`config.mk`:
```
export PLATFORM = sky130hd
export DESIGN_NAME = led_counter_snake_pattern_selector_top_flat
export DESIGN_NICKNAME = d
export VERILOG_FILES = /design/src/sv/lcsps_pkg.sv /design/src/sv/lcsps_in_if.sv /design/src/sv/lcsps_out_if.sv /design/src/sv/led_counter_snake_pattern_selector_top.sv /design/src/sv/lcsps_step.sv /design/src/flat_wrapper.sv
export SDC_FILE = /design/constraint.sdc
export NUM_CORES = 1
export LEC_CHECK = 0
export ABC_CLOCK_PERIOD_IN_PS = 11500
export BUFFER_PORTS_ARGS = -buffer_cell sky130_fd_sc_hd__buf_4
export CAP_MARGIN = 20
export CELL_PAD_IN_SITES_DETAIL_PLACEMENT = 1
export CELL_PAD_IN_SITES_GLOBAL_PLACEMENT = 1
export CORE_MARGIN = 2
export CORE_UTILIZATION = 40
export CTS_CLUSTER_DIAMETER = 100
export CTS_CLUSTER_SIZE = 30
export DETAILED_ROUTE_END_ITERATION = 10
export PLACE_DENSITY_LB_ADDON = 0.1
export RECOVER_POWER = 25
export SETUP_SLACK_MARGIN = 0.15
export SLEW_MARGIN = 5
export SYNTH_ARGS = -nofsm -noshare
export SYNTH_HDL_FRONTEND = slang
export SYNTH_SLANG_ARGS = --single-unit
```
`constraint.sdc`:
```
create_clock -name clk -period 11.5 [get_ports clk]
set_input_delay 1.725 -clock clk [delete_from_list [all_inputs] [get_ports clk]]
set_output_delay 1.725 -clock clk [all_outputs]
set_load 0.02 [all_outputs]
```
`src/sv/lcsps_pkg.sv`:
```
// Shared types and constants for the LED counter / snake pattern selector.
package lcsps_pkg;

  localparam int SPEED_W     = 26;
  localparam int DEBOUNCE_W  = 20;
  localparam int WAIT_W      = 27;
  localparam int READING_W   = 10;
  localparam int LED_W       = 8;
  localparam int POS_W       = 3;
  localparam int LEVEL_W     = 3;
  localparam int NUM_LEVELS  = 5;
  localparam int CFG_INDEX_W = 3;
  localparam int CFG_DATA_W  = 26;

  localparam int LEVEL_STEP = 205;

  localparam logic [LEVEL_W-1:0] LEVEL_ZERO  = 3'd0;
  localparam logic [LEVEL_W-1:0] LEVEL_ONE   = 3'd1;
  localparam logic [LEVEL_W-1:0] LEVEL_TWO   = 3'd2;
  localparam logic [LEVEL_W-1:0] LEVEL_THREE = 3'd3;
  localparam logic [LEVEL_W-1:0] LEVEL_FOUR  = 3'd4;
  localparam logic [LEVEL_W-1:0] LEVEL_ERROR = LEVEL_TWO;

  localparam logic [POS_W-1:0] SNAKE_TOP    = 3'd5;
  localparam logic [POS_W-1:0] SNAKE_BOTTOM = 3'd0;
  localparam logic [LED_W-1:0] SNAKE_BITS   = 8'h07;

  localparam logic PROG_COUNTER = 1'b0;
  localparam logic PROG_SNAKE   = 1'b1;

  // Register indexes of the configuration port
  localparam logic [CFG_INDEX_W-1:0] REG_SPEED0   = 3'd0;
  localparam logic [CFG_INDEX_W-1:0] REG_SPEED1   = 3'd1;
  localparam logic [CFG_INDEX_W-1:0] REG_SPEED2   = 3'd2;
  localparam logic [CFG_INDEX_W-1:0] REG_SPEED3   = 3'd3;
  localparam logic [CFG_INDEX_W-1:0] REG_SPEED4   = 3'd4;
  localparam logic [CFG_INDEX_W-1:0] REG_DEBOUNCE = 3'd5;

  localparam logic [SPEED_W-1:0]    SPEED0_RESET   = 26'd2000000;
  localparam logic [SPEED_W-1:0]    SPEED1_RESET   = 26'd6000000;
  localparam logic [SPEED_W-1:0]    SPEED2_RESET   = 26'd12000000;
  localparam logic [SPEED_W-1:0]    SPEED3_RESET   = 26'd24000000;
  localparam logic [SPEED_W-1:0]    SPEED4_RESET   = 26'd40000000;
  localparam logic [DEBOUNCE_W-1:0] DEBOUNCE_RESET = 20'd40000;

  typedef struct packed {
    logic                          program_select;
    logic [LED_W-1:0]              binary_count;
    logic [POS_W-1:0]              snake_position;
    logic                          snake_moving_down;
    logic                          forward_last_level;
    logic                          backward_last_level;
  } state_t;

  typedef struct packed {
    logic [NUM_LEVELS-1:0][SPEED_W-1:0] speed_wait;
    logic [DEBOUNCE_W-1:0]              debounce_wait;
  } cfg_t;

  typedef struct packed {
    logic [READING_W-1:0] pot_reading;
    logic                 pot_error;
    logic                 forward_button_level;
    logic                 backward_button_level;
  } pass_t;

  typedef struct packed {
    logic [LED_W-1:0]  led_pattern;
    logic [WAIT_W-1:0] wait_cycles;
    logic              active_program;
  } result_t;

endpackage

```
`src/sv/lcsps_in_if.sv`:
```
// Input channel: one main-loop pass with pot reading and button levels.
interface lcsps_in_if;
  import lcsps_pkg::*;

  logic                 valid;
  logic                 ready;
  logic [READING_W-1:0] pot_reading;
  logic                 pot_error;
  logic                 forward_button_level;
  logic                 backward_button_level;

  modport source (
    output valid, pot_reading, pot_error, forward_button_level, backward_button_level,
    input  ready
  );

  modport sink (
    input  valid, pot_reading, pot_error, forward_button_level, backward_button_level,
    output ready
  );
endinterface

```
`src/sv/lcsps_out_if.sv`:
```
// Output channel: LED byte, wait count and active program of one pass.
interface lcsps_out_if;
  import lcsps_pkg::*;

  logic              valid;
  logic              ready;
  logic [LED_W-1:0]  led_pattern;
  logic [WAIT_W-1:0] wait_cycles;
  logic              active_program;

  modport source (
    output valid, led_pattern, wait_cycles, active_program,
    input  ready
  );

  modport sink (
    input  valid, led_pattern, wait_cycles, active_program,
    output ready
  );
endinterface

```
`src/sv/led_counter_snake_pattern_selector_top.sv`:
```
// Each accepted item's result is registered in a two-entry result buffer.
// Throughput: one item per cycle while the output is not stalled; the
// buffer keeps the input open for one more item while output is stalled.
// Reset (rst, synchronous): pattern state cleared, buttons seen as released,
// registers at their default waits, result buffer emptied.
module led_counter_snake_pattern_selector_top
  import lcsps_pkg::*;
(
  input  logic                   clk,
  input  logic                   rst,
  input  logic                   cfg_write,
  input  logic [CFG_INDEX_W-1:0] cfg_index,
  input  logic [CFG_DATA_W-1:0]  cfg_data,
  lcsps_in_if.sink               pass,
  lcsps_out_if.source            result
);

  state_t  state;
  state_t  state_next;
  cfg_t    cfg;
  pass_t   pass_item;
  result_t step_result;
  result_t out_reg;
  result_t skid_reg;
  logic    out_valid;
  logic    skid_valid;
  logic    accept;
  logic    take;

  assign pass_item.pot_reading           = pass.pot_reading;
  assign pass_item.pot_error             = pass.pot_error;
  assign pass_item.forward_button_level  = pass.forward_button_level;
  assign pass_item.backward_button_level = pass.backward_button_level;

  assign pass.ready = ~skid_valid;
  assign accept     = pass.valid & pass.ready;
  assign take       = out_valid & result.ready;

  lcsps_step u_step (
    .state      (state),
    .cfg        (cfg),
    .pass       (pass_item),
    .state_next (state_next),
    .result     (step_result)
  );

  always_ff @(posedge clk) begin
    if (rst) begin
      cfg.speed_wait[0] <= SPEED0_RESET;
      cfg.speed_wait[1] <= SPEED1_RESET;
      cfg.speed_wait[2] <= SPEED2_RESET;
      cfg.speed_wait[3] <= SPEED3_RESET;
      cfg.speed_wait[4] <= SPEED4_RESET;
      cfg.debounce_wait <= DEBOUNCE_RESET;
    end else if (cfg_write) begin
      case (cfg_index)
        REG_SPEED0:   cfg.speed_wait[0] <= cfg_data[SPEED_W-1:0];
        REG_SPEED1:   cfg.speed_wait[1] <= cfg_data[SPEED_W-1:0];
        REG_SPEED2:   cfg.speed_wait[2] <= cfg_data[SPEED_W-1:0];
        REG_SPEED3:   cfg.speed_wait[3] <= cfg_data[SPEED_W-1:0];
        REG_SPEED4:   cfg.speed_wait[4] <= cfg_data[SPEED_W-1:0];
        REG_DEBOUNCE: cfg.debounce_wait <= cfg_data[DEBOUNCE_W-1:0];
        default: ;  // drop writes beyond the register list
      endcase
    end
  end

  always_ff @(posedge clk) begin
    if (rst) begin
      state.program_select      <= 1'b0;
      state.binary_count        <= '0;
      state.snake_position      <= '0;
      state.snake_moving_down   <= 1'b0;
      state.forward_last_level  <= 1'b1;
      state.backward_last_level <= 1'b1;
    end else if (accept) begin
      state <= state_next;
    end
  end

  // Two-entry result buffer: output register plus skid register
  always_ff @(posedge clk) begin
    if (rst) begin
      out_valid  <= 1'b0;
      skid_valid <= 1'b0;
    end else if (take) begin
      if (skid_valid) begin
        out_reg    <= skid_reg;
        skid_valid <= 1'b0;
      end else if (accept) begin
        out_reg <= step_result;
      end else begin
        out_valid <= 1'b0;
      end
    end else if (accept) begin
      if (out_valid) begin
        skid_reg   <= step_result;
        skid_valid <= 1'b1;
      end else begin
        out_reg   <= step_result;
        out_valid <= 1'b1;
      end
    end
  end

  assign result.valid          = out_valid;
  assign result.led_pattern    = out_reg.led_pattern;
  assign result.wait_cycles    = out_reg.wait_cycles;
  assign result.active_program = out_reg.active_program;

  a_skid_needs_out: assert property (@(posedge clk) disable iff (rst)
    skid_valid |-> out_valid)
    else $error("skid entry held while output register empty");

  a_accept_gives_result: assert property (@(posedge clk) disable iff (rst)
    accept |=> out_valid)
    else $error("accepted item produced no result");

  a_snake_in_range: assert property (@(posedge clk) disable iff (rst)
    state.snake_position <= SNAKE_TOP)
    else $error("snake position beyond top");

  a_program_matches: assert property (@(posedge clk) disable iff (rst)
    (accept && !out_valid) |=> (result.active_program == state.program_select))
    else $error("result program differs from selected program");

endmodule

```
`src/sv/lcsps_step.sv`:
```
// Next-state and result logic for one main-loop pass.
module lcsps_step
  import lcsps_pkg::*;
(
  input  state_t  state,
  input  cfg_t    cfg,
  input  pass_t   pass,
  output state_t  state_next,
  output result_t result
);

  logic [LEVEL_W-1:0] level;
  logic               fwd_hit;
  logic               bwd_hit;
  logic               any_hit;
  logic               prog;
  logic [LED_W-1:0]   count_cur;
  logic [POS_W-1:0]   pos_cur;
  logic               down_cur;
  logic [POS_W-1:0]   pos_new;
  logic [WAIT_W-1:0]  debounce_ext;

  // Speed level: reading / 205 clamped to four, as a compare ladder; a pot error selects level two
  always_comb begin
    priority if (pass.pot_error) begin
      level = LEVEL_ERROR;
    end else if (pass.pot_reading >= READING_W'(4 * LEVEL_STEP)) begin
      level = LEVEL_FOUR;
    end else if (pass.pot_reading >= READING_W'(3 * LEVEL_STEP)) begin
      level = LEVEL_THREE;
    end else if (pass.pot_reading >= READING_W'(2 * LEVEL_STEP)) begin
      level = LEVEL_TWO;
    end else if (pass.pot_reading >= READING_W'(LEVEL_STEP)) begin
      level = LEVEL_ONE;
    end else begin
      level = LEVEL_ZERO;
    end
  end

  assign fwd_hit = state.forward_last_level & ~pass.forward_button_level;
  assign bwd_hit = state.backward_last_level & ~pass.backward_button_level;
  assign any_hit = fwd_hit | bwd_hit;

  // Each press toggles the program, so two presses cancel out
  assign prog      = state.program_select ^ fwd_hit ^ bwd_hit;
  assign count_cur = any_hit ? '0 : state.binary_count;
  assign pos_cur   = any_hit ? '0 : state.snake_position;
  assign down_cur  = any_hit ? 1'b0 : state.snake_moving_down;
  assign pos_new   = down_cur ? pos_cur - POS_W'(1) : pos_cur + POS_W'(1);

  assign debounce_ext = WAIT_W'(cfg.debounce_wait);

  always_comb begin
    state_next                     = state;
    state_next.program_select      = prog;
    state_next.forward_last_level  = pass.forward_button_level;
    state_next.backward_last_level = pass.backward_button_level;
    state_next.binary_count        = count_cur;
    state_next.snake_position      = pos_cur;
    state_next.snake_moving_down   = down_cur;

    result.active_program = prog;
    result.wait_cycles    = WAIT_W'(cfg.speed_wait[level])
                          + (fwd_hit ? debounce_ext : '0)
                          + (bwd_hit ? debounce_ext : '0);

    unique case (prog)
      PROG_COUNTER: begin
        result.led_pattern      = count_cur;
        state_next.binary_count = count_cur + LED_W'(1);
      end
      PROG_SNAKE: begin
        result.led_pattern        = SNAKE_BITS << pos_cur;
        state_next.snake_position = pos_new;
        // Flip direction on reaching either end
        if (pos_new == SNAKE_TOP || pos_new == SNAKE_BOTTOM) begin
          state_next.snake_moving_down = ~down_cur;
        end
      end
      default: begin
        result.led_pattern = count_cur;
      end
    endcase
  end

endmodule
```
`src/flat_wrapper.sv`:
```
// flat-port wrapper written by rule: the top's interface ports become plain ports
module led_counter_snake_pattern_selector_top_flat import lcsps_pkg::*;
  (clk, rst, cfg_write, cfg_index, cfg_data, pass_valid, pass_pot_reading, pass_pot_error, pass_forward_button_level, pass_backward_button_level, pass_ready, result_valid, result_led_pattern, result_wait_cycles, result_active_program, result_ready);
  lcsps_in_if pass_i ();
  lcsps_out_if result_i ();
  input  logic clk;
  input  logic rst;
  input  logic cfg_write;
  input  logic [CFG_INDEX_W-1:0] cfg_index;
  input  logic [CFG_DATA_W-1:0] cfg_data;
  input wire logic [$bits(pass_i.valid)-1:0] pass_valid;
  input wire logic [$bits(pass_i.pot_reading)-1:0] pass_pot_reading;
  input wire logic [$bits(pass_i.pot_error)-1:0] pass_pot_error;
  input wire logic [$bits(pass_i.forward_button_level)-1:0] pass_forward_button_level;
  input wire logic [$bits(pass_i.backward_button_level)-1:0] pass_backward_button_level;
  output wire logic [$bits(pass_i.ready)-1:0] pass_ready;
  output wire logic [$bits(result_i.valid)-1:0] result_valid;
  output wire logic [$bits(result_i.led_pattern)-1:0] result_led_pattern;
  output wire logic [$bits(result_i.wait_cycles)-1:0] result_wait_cycles;
  output wire logic [$bits(result_i.active_program)-1:0] result_active_program;
  input wire logic [$bits(result_i.ready)-1:0] result_ready;
  assign pass_i.valid = pass_valid;
  assign pass_i.pot_reading = pass_pot_reading;
  assign pass_i.pot_error = pass_pot_error;
  assign pass_i.forward_button_level = pass_forward_button_level;
  assign pass_i.backward_button_level = pass_backward_button_level;
  assign pass_ready = pass_i.ready;
  assign result_valid = result_i.valid;
  assign result_led_pattern = result_i.led_pattern;
  assign result_wait_cycles = result_i.wait_cycles;
  assign result_active_program = result_i.active_program;
  assign result_i.ready = result_ready;
  led_counter_snake_pattern_selector_top u_core (.clk(clk), .rst(rst), .cfg_write(cfg_write), .cfg_index(cfg_index), .cfg_data(cfg_data), .pass(pass_i), .result(result_i));
endmodule
```
==> results of run 1 <==
-- path summary, 6_finish.rpt --
| check | endpoint | slack, ns | cells past startpoint |
|---|---|---|---|
| max | u_core.result.wait_cycles[23]$_DFFE_PP_ | 4.94 | 19 |
| min | u_core.cfg[121]$_SDFFE_PP0P_ | 0.46 | 2 |
| max reg2reg | u_core.result.wait_cycles[23]$_DFFE_PP_ | 6.48 | 16 |
| min reg2reg | u_core.cfg[121]$_SDFFE_PP0P_ | 0.46 | 2 |
-- cells by family after synthesis --
kind of cell,Yosys count
buf+inv,130
fa+ha+maj,46
flops,239
compound gates,272
xor+xnor,30
mux,63
simple gates,595
-- report_power, final --
| part | total [W] | internal (W) | switching, W |
|---|---|---|---|
| logic | 0.000332 | 0.000125 | 0.000208 |
| registers | 0.000926 | 0.000911 | 0.0000149 |
| clock network | 0.000513 | 0.000226 | 0.000287 |
-- final cells by class --
class	instances	area [um2]	area share, %
clock buffer	16	356.6	2.674
sequential	239	5505	41.29
multi-input combinational	1006	5981	44.85
tap	390	488.0	3.660
clock inverter	3	33.78	0.2534
timing repair buffer	103	770.7	5.780
inverter	53	198.9	1.492
-- cell usage after synthesis (all sizes together), types with 13 or more instances --
master	number
mux2i	39
nand3	14
a21oi	155
mux2	24
nand2	427
ha	24
clkbuf	67
inv	53
nor2b	13
a211oi	18
xnor2	24
nand3b	51
edfxtp	72
dfxtp	167
fa	22
o21ai	32
nor2	51
-- worst max-delay path, stage by stage --
cell       delay (ns)
buf_4            0.12
o211ai_1         0.31
nand3_1          0.26
a211o_2          0.43
nand2_8          0.36
mux2_2           0.39
nor2_1           0.09
a211oi_1         0.06
a21oi_1          0.21
fa_1             0.49
fa_1             0.47
nor2b_1          0.18
o2111ai_1        0.19
a31o_2           0.28
o21ai_0          0.31
o41ai_1          0.21
nand3b_1         0.21
xnor2_1          0.17
mux2_2           0.29
-- per-layer routing --
layer	up-vias	track usage (%)	part of all wire, %
li1	4717	-	-
met1	4684	30.68	49
met2	116	35.90	47
met3	19	1.981	2.5
met4	0	2.824	1.1
met5	-	0	0
-- through the flow --
step | util [%] | total power, W | setup slack (ns) | area (um2) | instances
2_1_floorplan | - | 0.001163 | 4.904 | 11910 | 1375
3_3_place_gp | 43.86 | 0.001271 | 4.456 | 12930 | 1789
3_5_place_dp | 44.01 | 0.001279 | 4.332 | 12970 | 1791
4_1_cts | 45.33 | 0.001794 | 4.867 | 13360 | 1810
5_1_grt | 45.23 | 0.001857 | 4.506 | 13330 | 1810
6_report | 45.23 | 0.001771 | 4.940 | 13330 | 1810
==> impl_metrics.py, run 1 <==
metrics = {
    "outcome": {
        "outcome": "finished, violations left",
        "violations": "max-capacitance violations, max-slew violations",
    },
    "logic_synthesis": {
        "syn_area_per_cell_um2": 8.663,
        "syn-cell-area_um2": 11910,
        "synth_top_area_cell": "dfxtp_1",
        "synth_cell_types": 65,
        "synthCells": 1375,
        "synth_top_family_by_area": "simple AND/OR/NAND/NOR gates",
        "yosysSeqAreaShare_pct": 46.22,
        "synth_fp_nets": 1468,
        "ys_warn_count": 0,
        "synthMuxAreaShare_pct": 5.546,
        "synth_seq_cells": 239,
        "synth.area.top_cells": "dfxtp_1 (28%), edfxtp_1 (18%), nand2_1 (13%), a21oi_1 (6.5%), fa_1 (3.7%)",
        "synthXorXnorAreaFrac_pct": 2.206,
        "yosys.area_share.adder_pct": 6.218,
        "synth_edf_count": 72,
        "async_flop_share_pct": 0,
        "synth_compound_area_share_pct": 13.88,
        "synth_top_area_share_pct": 28.07,
        "ys.flop_type": "dfxtp_1",
        "synth-simple-area-share_pct": 21.74,
    },
    "clock_network": {
        "cts_tree": "done",
        "numCtsBuffers": 12,
        "cts_hold_buf": 0,
        "clk_latency_ns": 0.50,
        "cts_htree_levels": 1,
        "clock-sinks": 239,
        "ctsResizeCount": 0,
        "root_buffer": "clkbuf_16",
        "postCtsSetupBuffers": 0,
        "clockBufferDepth": 3,
        "clk_pin_slew_worst_paths_ns": 0.11,
    },
    "setup_path": {
        "crit_path_start": "pass_pot_reading[2]",
        "crit_path_end_kind": "flip-flop",
        "crit_arrival_ns": 6.81,
        "cp.required_ns": 11.75,
        "cp-start-kind": "input port",
        "path_max_fanout": 46,
        "critPathKind": "in2reg",
        "regToRegStartpoint": "u_core.state[0]$_SDFFE_PP1P_",
    },
    "floorplan": {
        "die_h_um": 176.6,
        "initial_core_util_pct": 40.40,
        "core_um2": 29480,
        "die_x_um": 176.6,
        "fp-row-count": 63,
        "io_pins": 85,
        "dieArea_um2": 31180,
    },
    "detailed_routing": {
        "wirelength_um": 32920,
        "via_count": 9536,
        "wl_per_cell_um": 18.19,
        "ant_nets": 0,
        "drtPass1Iterations": 4,
        "routed_via_density": 5.269,
        "drc": 0,
        "drt_iter0_drc": 538,
    },
    "sta": {
        "timing.fmax_mhz": 152.4,
        "fin_skew_ns": 0.02039,
        "rsz0062_at_grt": "false",
        "worst_pin_slew_ns": 3.518,
        "fin_hold_ws_ns": 0.4594,
        "slew_viol_final": 84,
        "finalCritPeriodShare_pct": 57.04,
        "setup-violations-final": 0,
        "report.final.hold_viol_count": 0,
        "fin_tns_setup_ns": 0,
        "timing.slew.headroom_pct": -134.6,
        "min_period_ns": 6.560,
    },
    "placement": {
        "routabilityCongestion": 0.7817,
        "io_buffers": 84,
        "dp_hpwl_um": 22220,
    },
    "worst_hold_path": {
        "hp-start": "u_core.cfg[121]$_SDFFE_PP0P_",
        "min_path_type": "reg2reg",
    },
    "layout": {
        "fin_nets": 1508,
        "n_antenna_cell": 0,
        "largest_reg_flops": 150,
        "final_common_cell": "nand2_1",
        "drive_gt1_share_pct": 11.48,
        "fill_cells": 3488,
        "synthToLayoutAreaGrowth_pct": 11.94,
        "final_cell_mix": "nand2_1 (426), dfxtp_1 (167), a21oi_1 (155)",
    },
    "run": {
        "drv_cap": 1,
    },
    "global_routing": {
        "grt_pass1_vias": 9754,
        "grt_pass1_wl_um": 53650,
        "grt_max_degree": 84,
        "overflow": 0,
        "antenna_found_initial": 0,
        "track_usage_pct": 21.39,
    },
    "power_and_ir_drop": {
        "power_density_nw_per_um2": 132.9,
        "peakVddDrop_v": 0.00008347,
        "power.leakage_nw": 5.225,
    },
}
Note: power is estimated with default switching activity, not from simulation.
==> run 2: changes to the inputs <==
Settings changed: ABC_AREA from default to 1, ABC_CLOCK_PERIOD_IN_PS 11500 to 6000.
Clock period 11.5 ns to 6 ns, I/O delays scaled along.
==> run 2 against run 1 <==
The run still ends with max-capacitance violations, max-slew violations left. Synthesized cell count is 10% higher. Clock skew up 0.0058 ns. Count of clock-buffer cells in the layout down 2. Synthesized area fell by 0.79%. Cell area fell by 2.1%. Critical path depth increased by 8. Clock power rose by 97%. Cell count up 8.0%. Die area down 0.77%. First-iteration DRC count increased by 48%. Critical endpoint unchanged. Highest routed layer unchanged.
==> impl_metrics.py, run 2 <==
metrics = {
    "power_and_ir_drop": {
        "p_int_w": 0.002420,
        "pwr-share-comb_pct": 19.9,
        "p_seq_share_pct": 51.4,
        "finalPower_w": 0.003513,
        "netSwitchingFraction_pct": 31.10,
        "switching_power_w": 0.001092,
        "peakVddDrop_v": 0.0001845,
        "power.leakage_nw": 5.657,
        "power_density_nw_per_um2": 269.0,
        "p_clk_share_pct": 28.7,
    },
    "logic_synthesis": {
        "ys.flop_type": "dfxtp_1",
        "synth_cell_types": 54,
        "async_flop_share_pct": 0,
        "synth_compound_area_share_pct": 12.77,
        "synthMuxAreaShare_pct": 0,
        "yosys.area_share.adder_pct": 6.268,
        "synthCells": 1519,
        "synth.top_cells.by_count": "nand2_1 (333), nor2_1 (296), dfxtp_1 (167)",
        "synth_edf_count": 72,
        "syn_area_per_cell_um2": 7.780,
        "synth_top_area_share_pct": 28.29,
        "synth_top_area_cell": "dfxtp_1",
        "synth_fp_nets": 1612,
        "synthXorXnorAreaFrac_pct": 1.556,
        "syn-cell-area_um2": 11820,
        "synth_seq_cells": 239,
        "synth-simple-area-share_pct": 26.69,
        "yosysSeqAreaShare_pct": 46.59,
        "yosys.cell_count.top_type": "nand2_1",
        "synth.area.top_cells": "dfxtp_1 (28%), edfxtp_1 (18%), nand2_1 (11%), nor2_1 (9.4%), o21ai_0 (6.8%)",
        "ys_warn_count": 0,
        "synth_top_family_by_area": "simple AND/OR/NAND/NOR gates",
    },
    "layout": {
        "final_common_cell": "nand2_1",
        "synthToLayoutAreaGrowth_pct": 10.50,
        "largest_reg_flops": 150,
        "fin_nets": 1659,
        "n_antenna_cell": 0,
        "design_area_um2": 13060,
        "final_cell_mix": "nand2_1 (333), nor2_1 (295), dfxtp_1 (167)",
        "drive_gt1_share_pct": 8.466,
    },
    "sta": {
        "finalCritPeriodShare_pct": 80.83,
        "timing.fmax_mhz": 206.2,
        "rsz0062_at_grt": "false",
        "layout_setup_ws_ns": 1.150,
        "timing.slew.headroom_pct": -124.0,
        "report.final.hold_viol_count": 0,
        "fin_skew_ns": 0.02619,
        "worst_pin_slew_ns": 3.360,
        "setup-violations-final": 0,
        "slew_viol_final": 138,
        "fin_tns_setup_ns": 0,
        "min_period_ns": 4.850,
    },
    "clock_network": {
        "root_buffer": "clkbuf_16",
        "cts_tree": "done",
        "clk_pin_slew_worst_paths_ns": 0.11,
        "cts_htree_levels": 1,
        "cts_hold_buf": 0,
        "clockBufferDepth": 3,
        "clk_latency_ns": 0.50,
        "ctsResizeCount": 0,
        "postCtsSetupBuffers": 0,
        "clock-sinks": 239,
        "numCtsBuffers": 13,
    },
    "floorplan": {
        "initial_core_util_pct": 40.84,
        "core_um2": 28940,
        "io_pins": 85,
        "die_x_um": 175.9,
        "dieArea_um2": 30940,
        "fp-row-count": 62,
        "die_h_um": 175.9,
    },
    "placement": {
        "dpl_worst_slack_ns": 0.6217,
        "routabilityCongestion": 0.8041,
        "dp_hpwl_um": 23300,
        "placed_cell_area_um2": 12790,
        "io_buffers": 84,
    },
    "setup_path": {
        "crit_path_end_kind": "flip-flop",
        "path_max_fanout": 41,
        "cp-start-kind": "input port",
        "crit_arrival_ns": 5.10,
        "cp.required_ns": 6.25,
        "critPathKind": "in2reg",
    },
    "global_routing": {
        "grt_pass1_wl_um": 54720,
        "overflow": 0,
        "grt_max_degree": 83,
        "track_usage_pct": 21.97,
        "grt_pass1_vias": 10170,
        "antenna_found_initial": 0,
    },
    "detailed_routing": {
        "drc": 0,
        "drtPass1Iterations": 5,
        "wirelength_um": 33670,
        "drt_iter0_drc": 796,
        "ant_nets": 0,
        "via_count": 10180,
        "wl_per_cell_um": 17.22,
        "routed_via_density": 5.208,
    },
    "outcome": {
        "violations": "max-capacitance violations, max-slew violations",
        "outcome": "finished, violations left",
    },
    "run": {
        "drv_cap": 3,
    },
    "worst_hold_path": {
        "min_path_type": "reg2reg",
    },
}
run 2: cell types whose count changed after synthesis, moves of 49 or more:
cell	change
nor2_1	+246
o21ai_0	+129
a21oi_1	-116
nand2_1	-93
nand3_1	+61
nand3b_1	-49
run 2: path summary, 6_finish.rpt:
check,startpoint,to,slack [ns],depth (start not counted)
worst max-delay path,pass_pot_reading[3],u_core.result.wait_cycles[23]$_DFFE_PP_,1.15,27
worst min-delay path,u_core.cfg[83]$_SDFFE_PP1P_,u_core.cfg[83]$_SDFFE_PP1P_,0.46,2
worst max register to register,u_core.state[0]$_SDFFE_PP1P_,u_core.result.wait_cycles[23]$_DFFE_PP_,1.91,18
worst min register to register,u_core.cfg[83]$_SDFFE_PP1P_,u_core.cfg[83]$_SDFFE_PP1P_,0.46,2
run 2: area by class of cell:
cell class                 count  area, um2
clock buffer                  14      329.1
inverter                     115      435.4
clock inverter                 6      72.57
timing repair buffer         103      635.6
tap                          384      480.5
multi-input combinational   1094       5600
fill                        3626      15880
sequential                   239       5505
run 2: stage by stage:
| step | instances | hold slack, ns | utilization [%] |
|---|---|---|---|
| after floorplan | 1519 | 0.4236 | - |
| after global placement | 1934 | 0.4325 | 44.21 |
| after detailed placement | 1934 | 0.4400 | 44.21 |
| after CTS | 1954 | 0.4701 | 45.60 |
| after global routing | 1955 | 0.4973 | 45.13 |
| final | 1955 | 0.4639 | 45.13 |
run 2: cell families (layout without fill, tap and decap cells):
| logic type | Yosys count | count (layout) |
|---|---|---|
| AND/OR/NAND/NOR | 763 | 763 |
| AO/OA/AOI/OAI | 264 | 264 |
| XOR/XNOR | 21 | 21 |
| flip-flops | 239 | 239 |
| buffers and inverters | 186 | 238 |
| adder cells (fa/ha/maj) | 46 | 46 |
run 2: power groups by stage:
stage | Sequential (W) | Clock (W) | Combinational, W
final | 0.00181 | 0.00101 | 0.000698
after global routing | 0.00181 | 0.00110 | 0.000790
after CTS | 0.00181 | 0.00104 | 0.000720
after detailed placement | 0.00184 | 0 | 0.000717
after global placement | 0.00184 | 0 | 0.000699
after floorplan | 0.00186 | 0 | 0.000444
run 2: routing by layer:
layer	GRT usage (%)	part of all wire, %	routed length [um]	up-vias
met1	32.03	50	16800	4951
li1	-	-	-	5042
met4	3.375	1.4	478	0
met2	36.12	45	15150	163
met3	2.078	3.7	1238	25
met5	0	0	0	-
run 2: worst max-delay path, cell delays in order:
cell and delay, ns:
buf_4 0.12, nand2_1 0.06, inv_1 0.03, nand2_1 0.05, nand2_1 0.06, a21oi_2 0.18, nand2_2 0.08, nand2_4 0.12
nand2_8 0.14, inv_4 0.32, o21ai_0 0.13, o221ai_1 0.23, o21ai_0 0.16, fa_1 0.44, inv_1 0.06, ha_1 0.13
inv_1 0.07, fa_1 0.43, nor3_1 0.21, nor2_1 0.11, o21ai_1 0.21, a21oi_1 0.15, o21ai_2 0.26, nand4_1 0.13
and2_4 0.17, nand2_1 0.05, nand2_1 0.06
